$ cat config.mk
export PLATFORM = sky130hd
export DESIGN_NAME = fcc_qmul
export DESIGN_NICKNAME = d
export VERILOG_FILES = /design/src/rtl/core/fcc_pkg.sv /design/src/rtl/core/fcc_qmul.sv
export SDC_FILE = /design/constraint.sdc
export NUM_CORES = 2
export LEC_CHECK = 0
export ABC_CLOCK_PERIOD_IN_PS = 22500
export BUFFER_PORTS_ARGS = -buffer_cell sky130_fd_sc_hd__buf_2
export CAP_MARGIN = 20
export CORE_MARGIN = 2
export CORE_UTILIZATION = 45
export DETAILED_ROUTE_END_ITERATION = 12
export PLACE_DENSITY = 0.6
export RECOVER_POWER = 50
export SLEW_MARGIN = 40
export SYNTH_ARGS = -nofsm -noshare
export SYNTH_HDL_FRONTEND = slang
export SYNTH_SLANG_ARGS = --single-unit
$ cat constraint.sdc
create_clock -name vclk -period 22.5
set_clock_uncertainty 0.15 [all_clocks]
set_input_delay 4.5 -clock vclk [all_inputs]
set_output_delay 4.5 -clock vclk [all_outputs]
set_load 0.02 [all_outputs]
$ cat src/rtl/core/fcc_pkg.sv
`timescale 1ns / 1ps
`default_nettype none

package fcc_pkg;

    localparam int DATA_WIDTH   = 32;
    localparam int FRAC_BITS    = 16;
    localparam int PIPE_DEPTH   = 6;
    localparam int CFG_INDEX_W  = 3;
    localparam int CFG_DATA_W   = 32;
    localparam int HALF_SHIFT   = 1;
    localparam int EIGHTH_SHIFT = 3;

    typedef logic signed [DATA_WIDTH-1:0] t_sword;
    typedef logic        [DATA_WIDTH-2:0] t_uword;

    localparam t_sword VMAX  = {1'b0, {(DATA_WIDTH-1){1'b1}}};
    localparam t_sword VMIN  = {1'b1, {(DATA_WIDTH-1){1'b0}}};
    localparam t_uword ONE_Q = t_uword'(1) << FRAC_BITS;

    localparam logic [1:0] DIR_WEST  = 2'd0;
    localparam logic [1:0] DIR_EAST  = 2'd1;
    localparam logic [1:0] DIR_SOUTH = 2'd2;
    localparam logic [1:0] DIR_NORTH = 2'd3;

    localparam logic [1:0] SCHEME_UPWIND  = 2'd0;
    localparam logic [1:0] SCHEME_CENTRAL = 2'd1;
    localparam logic [1:0] SCHEME_QUICK   = 2'd2;

    localparam logic [CFG_INDEX_W-1:0] CFG_SCHEME    = 3'd0;
    localparam logic [CFG_INDEX_W-1:0] CFG_USE_DENS  = 3'd1;
    localparam logic [CFG_INDEX_W-1:0] CFG_CELL_DX   = 3'd2;
    localparam logic [CFG_INDEX_W-1:0] CFG_CELL_DY   = 3'd3;
    localparam logic [CFG_INDEX_W-1:0] CFG_TIME_STEP = 3'd4;

    // Where the source term of a face comes from.
    typedef enum logic [1:0] {
        SRC_NONE,
        SRC_FACE,
        SRC_QUICK
    } t_src_kind;

    typedef struct packed {
        logic [1:0]                  face_dir;
        logic                        face_on_boundary;
        logic signed [DATA_WIDTH-1:0] normal_velocity;
        logic [DATA_WIDTH-2:0]       face_density;
        logic signed [DATA_WIDTH-1:0] wall_value;
        logic signed [DATA_WIDTH-1:0] centre_value;
        logic signed [DATA_WIDTH-1:0] near_value;
        logic signed [DATA_WIDTH-1:0] opposite_value;
        logic                        opposite_on_boundary;
        logic signed [DATA_WIDTH-1:0] far_value;
        logic                        far_on_boundary;
    } t_face_in;

    typedef struct packed {
        logic [1:0]                  dir_echo;
        logic signed [DATA_WIDTH-1:0] neighbour_coef;
        logic signed [DATA_WIDTH-1:0] centre_add;
        logic signed [DATA_WIDTH-1:0] source_add;
    } t_face_out;

    function automatic t_sword f_sat_add(input t_sword a, input t_sword b);
        logic signed [DATA_WIDTH:0] s;
        s = {a[DATA_WIDTH-1], a} + {b[DATA_WIDTH-1], b};
        if (s[DATA_WIDTH] != s[DATA_WIDTH-1]) begin
            return s[DATA_WIDTH] ? VMIN : VMAX;
        end
        return s[DATA_WIDTH-1:0];
    endfunction

    function automatic t_sword f_sat_sub(input t_sword a, input t_sword b);
        logic signed [DATA_WIDTH:0] s;
        s = {a[DATA_WIDTH-1], a} - {b[DATA_WIDTH-1], b};
        if (s[DATA_WIDTH] != s[DATA_WIDTH-1]) begin
            return s[DATA_WIDTH] ? VMIN : VMAX;
        end
        return s[DATA_WIDTH-1:0];
    endfunction

    // Product with a power-of-two fraction: shift the magnitude, truncate toward zero.
    function automatic t_sword f_scale_down(input t_sword a, input int sh);
        logic [DATA_WIDTH-1:0] mag;
        mag = a[DATA_WIDTH-1] ? (~a + 1'b1) : a;
        mag = mag >> sh;
        return a[DATA_WIDTH-1] ? t_sword'(~mag + 1'b1) : t_sword'(mag);
    endfunction

    function automatic t_sword f_max0(input t_sword a);
        return a[DATA_WIDTH-1] ? t_sword'(0) : a;
    endfunction

endpackage

`default_nettype wire

$ cat src/rtl/core/fcc_qmul.sv
`timescale 1ns / 1ps
`default_nettype none

// Signed fixed-point multiply: exact product, magnitude shifted down, saturated.
module fcc_qmul
    import fcc_pkg::*;
(
    input  t_sword i_a,
    input  t_sword i_b,
    output t_sword o_p
);

    logic                                neg;
    logic [DATA_WIDTH-1:0]               mag_a;
    logic [DATA_WIDTH-1:0]               mag_b;
    logic [2*DATA_WIDTH-1:0]             prod;
    logic [2*DATA_WIDTH-FRAC_BITS-1:0]   shifted;
    logic [DATA_WIDTH-1:0]               low;
    logic                                big;

    always_comb begin
        neg     = i_a[DATA_WIDTH-1] ^ i_b[DATA_WIDTH-1];
        mag_a   = i_a[DATA_WIDTH-1] ? (~i_a + 1'b1) : i_a;
        mag_b   = i_b[DATA_WIDTH-1] ? (~i_b + 1'b1) : i_b;
        prod    = mag_a * mag_b;
        shifted = prod[2*DATA_WIDTH-1:FRAC_BITS];
        big     = |shifted[2*DATA_WIDTH-FRAC_BITS-1:DATA_WIDTH-1];
        low     = {1'b0, shifted[DATA_WIDTH-2:0]};
        if (big) begin
            o_p = neg ? VMIN : VMAX;
        end else if (neg) begin
            o_p = t_sword'(~low + 1'b1);
        end else begin
            o_p = t_sword'(low);
        end
    end

endmodule

`default_nettype wire

==> metrics.yaml <==
status:
  status: "complete, no violations"
die:
  io_pins: 96
  initial_core_util: 0.456
  coreArea_mm2: 0.0776
  rows: 102
  die_area_mm2: 0.0809
  die_height_um: 284
  die_w_um: 284
placed_design:
  dp_hpwl_um: 104000
  port_buffers: 96
  gp_congestion: 0.995
timing:
  tightest_slew_ns: 0.888
  min_period_ns: 21.89
  max_slew_margin: 0.405
  finalSetupViolCount: 0
  drv_slew: 0
  fin_tns_setup_ns: 0
  finalCritPeriodShare: 0.973
  fmax_mhz: 45.7
  hold_violations: 0
  rsz0062_at_grt: "false"
critical_path:
  worst_path_max_delay_cell: "or4_2"
  cp_num_buf_inv: 6
  arrival_ns: 17.24
  end_kind: "output pin"
  worstSetupPathType: "in -> out"
  cpPeakStageDelay_ns: 0.72
  worstPathRequired_ns: 17.85
  crit_top_cell: "fa_1"
  cp-start-kind: "input port"
  path_max_fanout: 61
  path_delay_family: "simple AND/OR/NAND/NOR gates"
synthesis:
  yosysWarnings: 0
  synth_fp_nets: 5482
  ys_types: 77
  yosysSeqAreaShare: 0
  netlist_area_mm2: 0.0354
  syn_avg_cell_area_um2: 8.30
  synthCells: 4260
layout:
  nNetsFinal: 5520
  multi_input_area_mm2: 0.0317
  layout-drive-gt1-share: 0.0736
  flow.area_growth_from_synthesis_pct: 7.98
  seq_cell_count: 0
  seq_area_um2: 0
  fill_cells: 7775
  num-clock-buffers: 0
route:
  vias_per_cell: 5.55
  drt_iter0_drc: 2242
  firstDrtPassIters: 6
  wl_per_cell_um: 22.8
  num_vias: 29600
  wirelength_um: 122000
  ant_nets: 0
  drc: 0
flow_run:
  maxCapViolCount: 0
grt:
  antenna_found_initial: 3
  grt_max_degree: 62
  grt_pass1_vias: 30400
  grt_remaining_overflow: 0
  grt_first_pass_wirelength_um: 186000
  grt_use_total: 0.307
worst_hold_path:
  hp-class: "in -> out"
cts:
  postCtsSetupBuffers: 0
cell usage after synthesis (5+ instances only):
| cell type | count | area, um2 |
|---|---|---|
| inv_1 | 956 | 3590 |
| fa_1 | 895 | 17900 |
| nor2_1 | 654 | 2450 |
| nand2_1 | 530 | 1990 |
| ha_1 | 263 | 3290 |
| clkbuf_1 | 193 | 724 |
| o21ai_0 | 93 | 465 |
| xnor2_1 | 78 | 683 |
| a21oi_1 | 73 | 365 |
| xor2_1 | 70 | 613 |
| a21o_1 | 37 | 278 |
| nor3_1 | 36 | 180 |
| nand4_1 | 28 | 175 |
| mux2i_1 | 24 | 240 |
| o21ai_1 | 23 | 115 |
| or3_1 | 22 | 138 |
| nand3_1 | 20 | 100 |
| nand2b_1 | 19 | 119 |
| o21a_1 | 19 | 143 |
| or4_1 | 19 | 143 |
| o31ai_1 | 18 | 135 |
| a211oi_1 | 17 | 128 |
| a31oi_1 | 12 | 75.1 |
| and2_1 | 11 | 68.8 |
| o21bai_1 | 10 | 75.1 |
| o31a_1 | 10 | 87.6 |
| nor4_1 | 9 | 56.3 |
| o211ai_1 | 9 | 67.6 |
| or2_2 | 8 | 50.1 |
| o41ai_1 | 7 | 61.3 |
| a21boi_0 | 6 | 45.0 |
| nor2b_1 | 6 | 37.5 |
| nor4b_1 | 5 | 43.8 |
worst paths after layout:
check,from,end,slack [ns],cells after the start
setup / recovery,i_b[5],o_p[12],0.61,35
hold / removal,i_b[31],o_p[1],9.86,4
tightest hold or removal path: stages:
cell,delay (ns)
buf_4,0.29
xor2_2,0.33
o2bb2ai_1,0.15
clkbuf_1,0.23
layout by cell type, fill, tap and decap left out, drive strengths merged, types with 19 or more instances in the layout:
cell type / synthesis / layout
fa: 895 / 895
mux2i: 25 / 25
nand2b: 19 / 19
xnor2: 78 / 78
ha: 263 / 263
o21ai: 117 / 117
a21oi: 74 / 74
a21o: 37 / 37
nor2: 654 / 654
or4: 21 / 21
nor3: 36 / 36
nand3: 20 / 20
xor2: 70 / 70
nand4: 28 / 28
or3: 22 / 22
inv: 956 / 956
buf: 7 / 222
o21a: 19 / 19
nand2: 530 / 530
cells by family after synthesis:
logic type	share of synthesized area
adder cells (fa/ha/maj)	0.600
XOR/XNOR	0.0367
AO/OA/AOI/OAI	0.0686
buffers and inverters	0.123
AND/OR/NAND/NOR	0.164
multiplexers	0.00845
layer usage:
metal | track usage | routed length (um) | vias to the layer above
met5 | 0 | 13 | -
met4 | 0.177 | 9210 | 2
met3 | 0.0392 | 9770 | 327
met2 | 0.502 | 57000 | 1393
met1 | 0.394 | 45900 | 15100
li1 | - | - | 12800
layout make-up:
type / count / area share
multi-input combinational: 3103 / 0.831
inverter: 957 / 0.0941
timing repair buffer: 236 / 0.0407
tap: 1040 / 0.0341
antenna: 1 / 0.0000655
stage by stage:
stage          hold slack, ns  area (um2)  utilization  instances  setup slack [ns]
3_3_place_gp             9.99       37900        0.488       5331             0.733
2_1_floorplan            9.55       35400            -       4260              1.94
3_5_place_dp             9.84       38200        0.492       5336             0.550
5_1_grt                  9.90       38200        0.492       5337             0.156
4_1_cts                  9.85       38200        0.492       5336             0.524
6_report                 9.86       38200        0.492       5337             0.613
repair_timing:
item | 4_1_cts | 5_1_grt
hold buffers | 0 | 0
endpoints found under the setup margin | 0 | 27
gates resized for setup | 0 | 1
Power is not shown: default switching activity piles up to over one toggle a cycle in this logic, so the estimate is an artifact.
